### src/sv/implicit_bst_search_insert_defines.svh
// Assertion helpers for the tree search and insert block.
`ifndef IMPLICIT_BST_SEARCH_INSERT_DEFINES_SVH
`define IMPLICIT_BST_SEARCH_INSERT_DEFINES_SVH

`ifndef SYNTHESIS
`define IBST_ASSERT_SAME(name, clk, rst, ante, cons) \
   name: assert property (@(posedge clk) disable iff (rst) (ante) |-> (cons)) \
      else $error("ibst assertion failed");
`define IBST_ASSERT_NEXT(name, clk, rst, ante, cons) \
   name: assert property (@(posedge clk) disable iff (rst) (ante) |=> (cons)) \
      else $error("ibst assertion failed");
`else
`define IBST_ASSERT_SAME(name, clk, rst, ante, cons)
`define IBST_ASSERT_NEXT(name, clk, rst, ante, cons)
`endif

`endif

### src/sv/ibst_pkg.sv
`default_nettype none

package ibst_pkg;

   localparam int KEY_W = 32;
   localparam int POS_W = 6;
   localparam int STATUS_W = 2;

   typedef logic [STATUS_W-1:0] status_type;

   localparam status_type ST_OK        = 2'd0;
   localparam status_type ST_MISSING   = 2'd1;
   localparam status_type ST_DUPLICATE = 2'd2;
   localparam status_type ST_FULL      = 2'd3;

   localparam logic FUNC_SEARCH = 1'b0;
   localparam logic FUNC_INSERT = 1'b1;

endpackage

`default_nettype wire

### src/sv/ibst_chan_if.sv
`default_nettype none

interface ibst_req_if;
   import ibst_pkg::*;

   logic                    valid;
   logic                    ready;
   logic                    func;
   logic signed [KEY_W-1:0] key;

   modport source (output valid, output func, output key, input ready);
   modport sink (input valid, input func, input key, output ready);
endinterface

interface ibst_rsp_if;
   import ibst_pkg::*;

   logic             valid;
   logic             ready;
   status_type       status;
   logic [POS_W-1:0] position;
   logic [POS_W-1:0] node_count;

   modport source (output valid, output status, output position, output node_count,
                   input ready);
   modport sink (input valid, input status, input position, input node_count,
                 output ready);
endinterface

`default_nettype wire

### src/sv/ibst_ram.sv
`default_nettype none

module ibst_ram #(
   parameter int WIDTH = 33,
   parameter int DEPTH = 64
) (
   input  wire logic                     clock,
   input  wire logic                     we,
   input  wire logic [$clog2(DEPTH)-1:0] waddr,
   input  wire logic [WIDTH-1:0]         wdata,
   input  wire logic                     re,
   input  wire logic [$clog2(DEPTH)-1:0] raddr,
   output logic      [WIDTH-1:0]         rdata
);

   logic [WIDTH-1:0] store_ff [DEPTH];
   logic [WIDTH-1:0] rdata_ff;

   always_ff @(posedge clock) begin
      if (we) begin
         store_ff[waddr] <= wdata;
      end
      if (re) begin
         rdata_ff <= store_ff[raddr];
      end
   end

   assign rdata = rdata_ff;

endmodule

`default_nettype wire

### src/sv/ibst_walk.sv
`default_nettype none

module ibst_walk #(
   parameter int TREE_LEVELS = 6,
   parameter int KEY_BITS = 32
) (
   input  wire logic                   clock,
   input  wire logic                   reset,
   ibst_req_if.sink                    req,
   ibst_rsp_if.source                  rsp,
   output logic                        mem_we,
   output logic [TREE_LEVELS-1:0]      mem_waddr,
   output logic [KEY_BITS:0]           mem_wdata,
   output logic                        mem_re,
   output logic [TREE_LEVELS-1:0]      mem_raddr,
   input  wire logic [KEY_BITS:0]      mem_rdata
);
   import ibst_pkg::*;

   localparam int AW = TREE_LEVELS;
   localparam int CW = (TREE_LEVELS > POS_W) ? TREE_LEVELS : POS_W;
   localparam logic [AW-1:0] ROOT = AW'(1);

   localparam logic [1:0] S_CLEAR = 2'd0;
   localparam logic [1:0] S_IDLE  = 2'd1;
   localparam logic [1:0] S_LOOK  = 2'd2;
   localparam logic [1:0] S_HOLD  = 2'd3;

   logic [1:0]                 state_ff, state_in;
   logic [AW-1:0]              clr_ff, clr_in;
   logic [AW-1:0]              slot_ff, slot_in;
   logic [AW-1:0]              count_ff, count_in;
   logic                       func_ff, func_in;
   logic signed [KEY_BITS-1:0] key_ff, key_in;
   status_type                 hold_status_ff, hold_status_in;
   logic [AW-1:0]              hold_pos_ff, hold_pos_in;
   logic                       rsp_valid_ff, rsp_valid_in;
   status_type                 status_ff, status_in;
   logic [POS_W-1:0]           pos_ff, pos_in;
   logic [POS_W-1:0]           ncnt_ff, ncnt_in;

   logic signed [KEY_BITS-1:0] key_ext;
   logic signed [KEY_BITS-1:0] stored_key;
   logic                       req_take;
   logic                       out_free;
   logic                       finish;
   status_type                 fin_status;
   logic [AW-1:0]              fin_pos;
   status_type                 src_status;
   logic [AW-1:0]              src_pos;
   logic [CW-1:0]              pos_wide;
   logic [CW-1:0]              cnt_wide;

   // Keys narrower than the port keep their low bits; wider keys are sign-extended.
   generate
      if (KEY_BITS < KEY_W) begin : g_key_narrow
         assign key_ext = req.key[KEY_BITS-1:0];
      end else begin : g_key_wide
         assign key_ext = KEY_BITS'(req.key);
      end
   endgenerate

   assign stored_key = mem_rdata[KEY_BITS-1:0];
   assign req.ready  = (state_ff == S_IDLE);
   assign req_take   = req.valid && req.ready;
   assign out_free   = !rsp_valid_ff || rsp.ready;

   always_comb begin
      state_in       = state_ff;
      clr_in         = clr_ff;
      slot_in        = slot_ff;
      count_in       = count_ff;
      func_in        = func_ff;
      key_in         = key_ff;
      hold_status_in = hold_status_ff;
      hold_pos_in    = hold_pos_ff;
      rsp_valid_in   = rsp_valid_ff;
      status_in      = status_ff;
      pos_in         = pos_ff;
      ncnt_in        = ncnt_ff;
      mem_we         = 1'b0;
      mem_waddr      = clr_ff;
      mem_wdata      = '0;
      mem_re         = 1'b0;
      mem_raddr      = slot_ff;
      finish         = 1'b0;
      fin_status     = ST_MISSING;
      fin_pos        = '0;

      unique case (state_ff)
         S_CLEAR: begin
            mem_we = 1'b1;
            clr_in = clr_ff + 1'b1;
            if (&clr_ff) begin
               state_in = S_IDLE;
            end
         end
         S_IDLE: begin
            if (req_take) begin
               func_in   = req.func;
               key_in    = key_ext;
               slot_in   = ROOT;
               mem_re    = 1'b1;
               mem_raddr = ROOT;
               state_in  = S_LOOK;
            end
         end
         S_LOOK: begin
            // The read data belongs to slot_ff; the top bit is the slot's valid flag.
            if (!mem_rdata[KEY_BITS]) begin
               finish = 1'b1;
               if (func_ff == FUNC_INSERT) begin
                  mem_we     = 1'b1;
                  mem_waddr  = slot_ff;
                  mem_wdata  = {1'b1, key_ff};
                  count_in   = count_ff + 1'b1;
                  fin_status = ST_OK;
                  fin_pos    = slot_ff;
               end else begin
                  fin_status = ST_MISSING;
               end
            end else if (key_ff == stored_key) begin
               finish = 1'b1;
               if (func_ff == FUNC_INSERT) begin
                  fin_status = ST_DUPLICATE;
               end else begin
                  fin_status = ST_OK;
                  fin_pos    = slot_ff;
               end
            end else if (slot_ff[AW-1]) begin
               // The children of a slot on the last level lie outside the store.
               finish     = 1'b1;
               fin_status = (func_ff == FUNC_INSERT) ? ST_FULL : ST_MISSING;
            end else begin
               slot_in   = {slot_ff[AW-2:0], (key_ff > stored_key)};
               mem_re    = 1'b1;
               mem_raddr = slot_in;
            end
         end
         S_HOLD: begin
         end
         default: begin
         end
      endcase

      // The write of an insert lands before the next request can read the root.
      if (finish) begin
         if (out_free) begin
            state_in = S_IDLE;
         end else begin
            hold_status_in = fin_status;
            hold_pos_in    = fin_pos;
            state_in       = S_HOLD;
         end
      end else if (state_ff == S_HOLD && out_free) begin
         state_in = S_IDLE;
      end

      src_status = finish ? fin_status : hold_status_ff;
      src_pos    = finish ? fin_pos : hold_pos_ff;
      pos_wide   = CW'(src_pos);
      cnt_wide   = CW'(count_in);

      if (out_free && (finish || state_ff == S_HOLD)) begin
         rsp_valid_in = 1'b1;
         status_in    = src_status;
         pos_in       = pos_wide[POS_W-1:0];
         ncnt_in      = cnt_wide[POS_W-1:0];
      end else if (rsp.ready) begin
         rsp_valid_in = 1'b0;
      end
   end

   always_ff @(posedge clock) begin
      if (reset) begin
         state_ff     <= S_CLEAR;
         clr_ff       <= '0;
         count_ff     <= '0;
         rsp_valid_ff <= 1'b0;
      end else begin
         state_ff     <= state_in;
         clr_ff       <= clr_in;
         count_ff     <= count_in;
         rsp_valid_ff <= rsp_valid_in;
      end
   end

   always_ff @(posedge clock) begin
      slot_ff        <= slot_in;
      func_ff        <= func_in;
      key_ff         <= key_in;
      hold_status_ff <= hold_status_in;
      hold_pos_ff    <= hold_pos_in;
      status_ff      <= status_in;
      pos_ff         <= pos_in;
      ncnt_ff        <= ncnt_in;
   end

   assign rsp.valid      = rsp_valid_ff;
   assign rsp.status     = status_ff;
   assign rsp.position   = pos_ff;
   assign rsp.node_count = ncnt_ff;

endmodule

`default_nettype wire

### src/sv/implicit_bst_search_insert.sv
// A request walks one tree level per cycle, one memory read each, visiting 1..TREE_LEVELS levels;
// its response is registered when the walk ends, or held in S_HOLD until the output register is free.
// A new request is accepted only in the idle state, after the previous walk has finished.
// A new request is taken while the previous response still waits in the output register.
// Reset: a clearing pass writes every slot of the key memory empty, during which no request
// is taken; the node count starts at zero.
`default_nettype none
`include "implicit_bst_search_insert_defines.svh"

module implicit_bst_search_insert #(
   parameter int TREE_LEVELS = 6,
   parameter int KEY_BITS = 32
) (
   input  wire logic  clock,
   input  wire logic  reset,
   ibst_req_if.sink   req_chan,
   ibst_rsp_if.source rsp_chan
);
   import ibst_pkg::*;

   localparam int AW = TREE_LEVELS;
   localparam int DEPTH = 2 ** TREE_LEVELS;

   logic              mem_we;
   logic [AW-1:0]     mem_waddr;
   logic [KEY_BITS:0] mem_wdata;
   logic              mem_re;
   logic [AW-1:0]     mem_raddr;
   logic [KEY_BITS:0] mem_rdata;
   logic              req_fire;
   logic              rsp_not_ok;

   ibst_walk #(
      .TREE_LEVELS(TREE_LEVELS),
      .KEY_BITS(KEY_BITS)
   ) u_walk (
      .clock(clock),
      .reset(reset),
      .req(req_chan),
      .rsp(rsp_chan),
      .mem_we(mem_we),
      .mem_waddr(mem_waddr),
      .mem_wdata(mem_wdata),
      .mem_re(mem_re),
      .mem_raddr(mem_raddr),
      .mem_rdata(mem_rdata)
   );

   // Each word holds a slot's valid flag above its key.
   ibst_ram #(
      .WIDTH(KEY_BITS + 1),
      .DEPTH(DEPTH)
   ) u_keys (
      .clock(clock),
      .we(mem_we),
      .waddr(mem_waddr),
      .wdata(mem_wdata),
      .re(mem_re),
      .raddr(mem_raddr),
      .rdata(mem_rdata)
   );

   assign req_fire   = req_chan.valid && req_chan.ready;
   assign rsp_not_ok = rsp_chan.valid && (rsp_chan.status != ST_OK);

   `IBST_ASSERT_SAME(a_pos_zero, clock, reset, rsp_not_ok, rsp_chan.position == '0)
   `IBST_ASSERT_SAME(a_take_no_write, clock, reset, req_fire, !mem_we)
   `IBST_ASSERT_SAME(a_take_reads_root, clock, reset, req_fire, mem_re && mem_raddr == AW'(1))
   `IBST_ASSERT_NEXT(a_take_busy, clock, reset, req_fire, !req_chan.ready)

endmodule

`default_nettype wire

### src/flat_wrapper.sv
// flat-port wrapper written by rule: the top's interface ports become plain ports
module implicit_bst_search_insert_flat import ibst_pkg::*;
#(
   parameter int TREE_LEVELS = 6,
   parameter int KEY_BITS = 32
)
  (clock, reset, req_chan_valid, req_chan_func, req_chan_key, req_chan_ready, rsp_chan_valid, rsp_chan_status, rsp_chan_position, rsp_chan_node_count, rsp_chan_ready);
  ibst_req_if req_chan_i ();
  ibst_rsp_if rsp_chan_i ();
  input  wire logic clock;
  input  wire logic reset;
  input wire logic [$bits(req_chan_i.valid)-1:0] req_chan_valid;
  input wire logic [$bits(req_chan_i.func)-1:0] req_chan_func;
  input wire logic [$bits(req_chan_i.key)-1:0] req_chan_key;
  output wire logic [$bits(req_chan_i.ready)-1:0] req_chan_ready;
  output wire logic [$bits(rsp_chan_i.valid)-1:0] rsp_chan_valid;
  output wire logic [$bits(rsp_chan_i.status)-1:0] rsp_chan_status;
  output wire logic [$bits(rsp_chan_i.position)-1:0] rsp_chan_position;
  output wire logic [$bits(rsp_chan_i.node_count)-1:0] rsp_chan_node_count;
  input wire logic [$bits(rsp_chan_i.ready)-1:0] rsp_chan_ready;
  assign req_chan_i.valid = req_chan_valid;
  assign req_chan_i.func = req_chan_func;
  assign req_chan_i.key = req_chan_key;
  assign req_chan_ready = req_chan_i.ready;
  assign rsp_chan_valid = rsp_chan_i.valid;
  assign rsp_chan_status = rsp_chan_i.status;
  assign rsp_chan_position = rsp_chan_i.position;
  assign rsp_chan_node_count = rsp_chan_i.node_count;
  assign rsp_chan_i.ready = rsp_chan_ready;
  implicit_bst_search_insert #(.TREE_LEVELS(TREE_LEVELS), .KEY_BITS(KEY_BITS)) u_core (.clock(clock), .reset(reset), .req_chan(req_chan_i), .rsp_chan(rsp_chan_i));
endmodule
### config.mk
export PLATFORM = sky130hd
export DESIGN_NAME = implicit_bst_search_insert_flat
export DESIGN_NICKNAME = d
export VERILOG_FILES = /design/src/sv/ibst_pkg.sv /design/src/sv/ibst_chan_if.sv /design/src/sv/ibst_ram.sv /design/src/sv/ibst_walk.sv /design/src/sv/implicit_bst_search_insert.sv /design/src/flat_wrapper.sv
export VERILOG_INCLUDE_DIRS = /design/src /design/src/sv
export SDC_FILE = /design/constraint.sdc
export NUM_CORES = 2
export LEC_CHECK = 0
export BUFFER_PORTS_ARGS = -buffer_cell sky130_fd_sc_hd__buf_2
export CELL_PAD_IN_SITES_DETAIL_PLACEMENT = 1
export CELL_PAD_IN_SITES_GLOBAL_PLACEMENT = 2
export CORE_UTILIZATION = 40
export DETAILED_ROUTE_END_ITERATION = 6
export PLACE_DENSITY = 0.79
export SLEW_MARGIN = 10
export SYNTH_ARGS = -nofsm -noshare
export SYNTH_HDL_FRONTEND = slang
export SYNTH_SLANG_ARGS = --single-unit
export TNS_END_PERCENT = 30
### constraint.sdc
create_clock -name clock -period 10.35 [get_ports clock]
set_clock_uncertainty 0.05 [all_clocks]
set_input_delay 0.5175 -clock clock [delete_from_list [all_inputs] [get_ports clock]]
set_output_delay 0.5175 -clock clock [all_outputs]
set_load 0.05 [all_outputs]
# Word level (Yosys, flattened, before mapping)
# Memories as Yosys holds them, arrays and structs flattened. A register that Yosys moved wholly into a read port is not among the register bits.
# Cells that the tools add are included.
# Widths: inputs -> output; s select.
dict set report word_totals {
  regBits 76
  ram_bits 2112
  inputBits 37
  out_inout_bits 16
  elab_cells 86
  mem_count 1
}
# name depth word_bits rd rd_ports_with_merged_regs wr line_no
set mem_list {}
lappend mem_list {u_core.u_keys.store_ff 64 33 1 1 1 ibst_ram.sv:16} ;# logic [WIDTH-1:0] store_ff [DEPTH];
dict set report classes {
  addsub 2
  magnitude_cmp 1
  eq_ne 6
  n_mux 50
  n_bitwise 1
  n_reduce_logical 13
}
# op n
set op_table {}
lappend op_table {{$mux 33} 3}
lappend op_table {{$mux 6} 16}
lappend op_table {{$eq 32x32->1} 1}
lappend op_table {{$gt 32x32->1} 1}
lappend op_table {{$mux 2} 12}
lappend op_table {{$mux 1} 15}
lappend op_table {{$add 6x1->6 const B} 2}
lappend op_table {{$pmux 6 s2} 1}
lappend op_table {{$ne 4x4->1 const B} 2}
lappend op_table {{$reduce_and 6->1} 1}
lappend op_table {{$eq 2x2->1 const B} 2}
lappend op_table {{$pmux 1 s2} 2}
lappend op_table {{$pmux 2 s2} 1}
lappend op_table {{$reduce_and 2->1} 2}
lappend op_table {{$reduce_bool 4->1} 1}
lappend op_table {{$logic_and 1x1->1} 3}
lappend op_table {{$reduce_and 3->1} 1}
lappend op_table {{$eq 2x1->1 const B} 1}
lappend op_table {{$logic_not 2->1} 1}
lappend op_table {{$logic_or 1x1->1} 2}
lappend op_table {{$reduce_bool 2->1} 1}
lappend op_table {{$logic_not 1->1} 1}
lappend op_table {{$not 1->1} 1}

# Logic depth before layout (Yosys ltp)
dict set report logic_depth {
  word_depth 7
  ltp_mapped 19
  mapped_depth_nobuf 14
}

# By module
# A second synthesis with hierarchy kept.
dict set report hier_totals {
  cells_unflattened 3951
  area_unflattened_um2 85504.5
}
# mod instances cells_each area_per_inst_um2 seq_area_each_um2
set modules_own_cells {}
lappend modules_own_cells {ibst_ram 1 3598 81523.2 64411.8}
lappend modules_own_cells {ibst_walk 1 353 3981.3 2072.0}

# Worst setup path before layout
# No wires, ideal clock.
dict set report synth_path {
  path_type {reg-to-reg}
  from {register u_core.u_walk.state_ff[1]}
  to {register u_core.u_keys.rdata_ff[2] (netlist: u_core.u_keys.rdata[2]) (read register of u_core.u_keys.store_ff), data pin}
  setup_ns 0.261
  arrival_ns 3.947
  t_required_ns 10.039
  slack_ns 6.092
  stages_incl_launch_ff 19
  period_less_slack_ns 4.258
  cell_sequence {dfxtp_1 -> inv_1 -> ha_1 -> and2_1 -> a21oi_1 -> a31oi_1 -> o21ai_0 -> and3_1 -> buf_4 -> clkinv_2 -> buf_2 -> buf_2 -> buf_2 -> buf_1 -> a21oi_1 -> a311oi_1 -> nand2_1 -> nand4_1 -> a31oi_1}
}
dict set report synth_via {
  elab_chain_len 4
  elab_cells_between_ends 7
}
# item line_no
set synth_lines {}
lappend synth_lines {{start, declared} ibst_walk.sv:29} ;# logic [1:0] state_ff, state_in;
lappend synth_lines {{start signal, assigned} ibst_walk.sv:181} ;# state_ff <= state_in;
lappend synth_lines {{$eq 2x1->1 *} ibst_walk.sv:64} ;# assign req.ready = (state_ff == S_IDLE);
lappend synth_lines {{named net req_chan_ready} flat_wrapper.sv:15} ;# output wire logic [$bits(req_chan_i.ready)-1:0] req_chan_ready;
lappend synth_lines {{$logic_and 1x1->1} n/a}
lappend synth_lines {{$mux 6 / $mux 1 (equally long branches)} ibst_walk.sv:99} ;# if (req_take) begin
lappend synth_lines {{$pmux 6 s2 / $pmux 1 s2 (equally long branches)} ibst_walk.sv:90} ;# unique case (state_ff)
lappend synth_lines {{end, declared} ibst_ram.sv:17} ;# logic [WIDTH-1:0] rdata_ff;
# Mark *: on every way through the listed nets, which the timed path passes. The rest lies on a longest branch.
# A chain may end at the register's enable or synchronous reset.

# Worst setup path in the final report
dict set report layout_path {
  from {register u_core.u_walk.key_ff[15]}
  to {register u_core.u_keys.rdata_ff[22] (netlist: u_core.u_keys.rdata[22]) (read register of u_core.u_keys.store_ff), data pin}
}
dict set report layout_via {
  elab_chain_len 5
  elab_cells_between_ends 9
}
# item line_no
set layout_lines {}
lappend layout_lines {{start, declared} ibst_walk.sv:34} ;# logic signed [KEY_BITS-1:0] key_ff, key_in;
lappend layout_lines {{start signal, assigned} ibst_walk.sv:191} ;# key_ff <= key_in;
lappend layout_lines {{$gt 32x32->1} ibst_walk.sv:135} ;# slot_in = {slot_ff[AW-2:0], (key_ff > stored_key)};
lappend layout_lines {{$mux 6} ibst_walk.sv:130} ;# end else if (slot_ff[AW-1]) begin
lappend layout_lines {{$mux 6} ibst_walk.sv:122} ;# end else if (key_ff == stored_key) begin
lappend layout_lines {{$mux 6} ibst_walk.sv:110} ;# if (!mem_rdata[KEY_BITS]) begin
lappend layout_lines {{$pmux 6 s2} ibst_walk.sv:90}
# Parallel ways exist; a longest one is shown, timed or not.

==> results_dict.tcl <==
set metrics [dict create \
    status "completed" \
    syn2layout_area_growth_pct 13.4 \
    syn-cell-area_sq_um 87300 \
    hp-class "in2reg" \
    clockRootBuffer "clkbuf_16" \
    fin_total_pwr_mw 19.6 \
    grt_pass1_wl_mm 404 \
    worst_pin_slew_ps 1290 \
    synth_fp_nets 6042 \
    vias 54298 \
    cts_max_level 4 \
    die_w_um 469 \
    drv_cap 0 \
    place_area_sq_um 91600 \
    synth_flop_cell "edfxtp_1" \
    p_leak_nw 35.4 \
    final_cell_mix "edfxtp_1, nand2_1, a21oi_1, mux2i_1, clkbuf_16" \
    ys_async_sr_fraction 0 \
    met2_usage 0.426 \
    ys_types 63 \
    track_usage 0.257 \
    dieArea_sq_um 220000 \
    synth_edf_count 2200 \
    remaining_drc_errors 0 \
    antenna_found_initial 19 \
    synthTopCellsByArea "edfxtp_1, nand2_1, mux2i_1" \
    cts-buffers-inserted 218 \
    io_buffers 52 \
    max_stage_delay_ps 860 \
    grtUsageMet1 0.335 \
    core_area_sq_um 217000 \
    grt_pass1_vias 55569 \
    nets 6185 \
    cpLargestDelayFamily "simple AND/OR/NAND/NOR gates" \
    finalSetupViolCount 0 \
    final_area_sq_um 98900 \
    start_kind "register" \
    synth-seq-area-share 0.762 \
    p_comb_frac 0.083 \
    clk_latency_ps 860 \
    path_clk_slew_ps 60 \
    hold_violations 0 \
    ff2ff_path_depth 14 \
    worstReg2RegStart "u_core.u_walk.key_ff[15]" \
    yosysTopAreaCellShare 0.757 \
    rsz0062_at_grt "false" \
    worstSetupEndpointType "register" \
    gp_congestion 0.871 \
    initial_utilization 0.402 \
    setup_tns_ps 0 \
    ys_warn_count 0 \
    wirelength_mm 286 \
    tritoncts "yes" \
    p_clk_frac 0.405 \
    busiest_layer "met2" \
    synth_area_leader_cell "edfxtp_1" \
    path_cells "ha_1 -> nand4_1 -> nor4_2 -> a211oi_1 -> and3_1 -> mux2i_1 -> and3_4 -> buf_4 -> buf_4 -> mux2i_1 -> o22ai_1 -> nor4_1 -> nor4_2 -> a211o_1" \
    drt-initial-drc-count 6388 \
    power.switching_mw 4.65 \
    p_sw_frac 0.238 \
    place_hpwl_mm 158 \
    cts_resized 0 \
    required_ps 10900 \
    postLayoutCoreUtil 0.456 \
    p_per_area_nw_per_um2 198 \
    ys_seq_elements 2221 \
    ant_nets 0 \
    grt_max_degree 182 \
    timing.reg2reg.setup_slack_ps 3710 \
    post-route-period-util 0.642 \
    cp_max_fo 59 \
    rows 171 \
    critPathKind "reg2reg" \
    power_frac_seq 0.512 \
    avgRoutedWirePerCell_um 31.3 \
    final_common_cell "edfxtp_1" \
    ir_worst_vdd_v 0.000168 \
    clockBufferDepth 3 \
    die_h_um 469 \
    globalRoute.totalOverflow 0 \
    critPathLaunch "u_core.u_walk.key_ff[15]" \
    synth.avg_cell_area_sq_um 14.6 \
    max_clock_freq_ghz 0.151 \
    use_met3 0.0416 \
    clock-sinks 2221 \
    synth_cells 5965 \
    regToRegEndpoint "u_core.u_keys.rdata[22]" \
    drive_gt1_frac 0.117 \
    ios 53 \
    slew_headroom 0.133 \
    worst_hold_slack_ps 62.7 \
    crit_arrival_ps 7190 \
    timing.final.max_slew_violations 0 \
    slowest_stage "nor4_1" \
    cts_setup_buffers 0 \
    fin_crit_ps 6640 \
    path_depth 14 \
    viasPerCell 5.94 \
    crit_end "u_core.u_keys.rdata[22]" \
    first_pass_iters 6 \
    cp.buffers_inverters 2 \
    intPower_mw 14.9 \
    hold_buffers 34 \
]
-- worst min-delay path by stage --
stage,from,to,depth (start not counted)
after detailed placement,u_core.u_walk.clr_ff[5],u_core.u_walk.clr_ff[5],2
after floorplan,u_core.u_walk.clr_ff[5],u_core.u_walk.clr_ff[5],2
final,rsp_chan_ready,u_core.u_walk.rsp.valid,4
after global placement,u_core.u_walk.clr_ff[5],u_core.u_walk.clr_ff[5],2
after global routing,rsp_chan_ready,u_core.u_walk.rsp.valid,4
after CTS,rsp_chan_ready,u_core.u_walk.rsp.valid,4
-- per-stage QoR --
| stage | std cells | setup slack (ps) |
|---|---|---|
| after floorplan | 5965 | 6090 |
| after global placement | 8705 | 2810 |
| after detailed placement | 8708 | 3750 |
| after CTS | 9142 | 3730 |
| after global routing | 9146 | 3560 |
| final | 9148 | 3710 |
-- worst register-to-register path, stage by stage (launching register included) --
cell and delay [ps]:
edfxtp_1 420, ha_1 350, nand4_1 250, nor4_2 730
a211oi_1 310, and3_1 260, mux2i_1 130, and3_4 440
buf_4 610, buf_4 870, mux2i_1 320, o22ai_1 120
nor4_1 860, nor4_2 290, a211o_1 390
-- routing by layer --
metal,share of wire,vias to the layer above
met3,0.076,505
met2,0.48,2304
met5,0.00013,-
met4,0.045,6
met1,0.40,28694
li1,-,22789
-- Yosys cell counts, types with 31 or more instances --
cell and count:
edfxtp_1 2200, nand2_1 1358, a21oi_1 434, mux2i_1 391, nand3_1 192, nor4_1 156
clkbuf_1 147, buf_2 109, o22ai_1 104, nor2_1 93, o21ai_0 92, a31oi_1 83
mux2_2 52, a32oi_1 45, buf_4 41, inv_1 41, a211oi_1 40, ha_1 40
and2_1 39, or4_1 31
-- kinds of logic after synthesis --
group / share of synthesized area
DFF: 0.762
and+or+nand+nor: 0.0973
AOI/OAI and AO/OA: 0.0609
muxes: 0.0516
buffers and inverters: 0.0217
adders and majority gates: 0.00573
xor gates and xnor gates: 0.00100
-- cell type report --
type	count	area, sq um
clock inverters	123	1180
flip-flops and latches	2221	66500
well taps	2854	3570
repair buffers	267	2100
inverters	47	194
multi-input cells	3353	19600
fillers	21442	118000
diodes	6	15.0
clock buffers	277	5800
-- sequential cells by signal, indices dropped and copies added, names as in the netlist --
name and flops:
u_core.u_walk.clr_ff 6, u_core.u_walk.func_ff 1, u_core.u_walk.hold_status_ff 2, u_core.u_walk.hold_pos_ff 6, u_core.u_walk.rsp.valid 1, u_core.u_walk.rsp.node_count 6
u_core.u_walk.rsp.position 6, u_core.u_walk.rsp.status 2, u_core.u_walk.key_ff 32, u_core.u_keys.store_ff 2112, u_core.u_walk.count_ff 6, u_core.u_keys.rdata 33
u_core.u_walk.state_ff 2, u_core.u_walk.slot_ff 6
-- power groups by stage --
stage,clock network (mW),logic (mW),registers [mW]
3_3_place_gp,0,1.56,10.2
6_report,7.91,1.63,10.0
4_1_cts,8.00,1.63,10.0
5_1_grt,8.32,1.73,10.0
3_5_place_dp,0,1.61,10.2
2_1_floorplan,0,1.07,10.2
(Power assumes the default switching activity.)
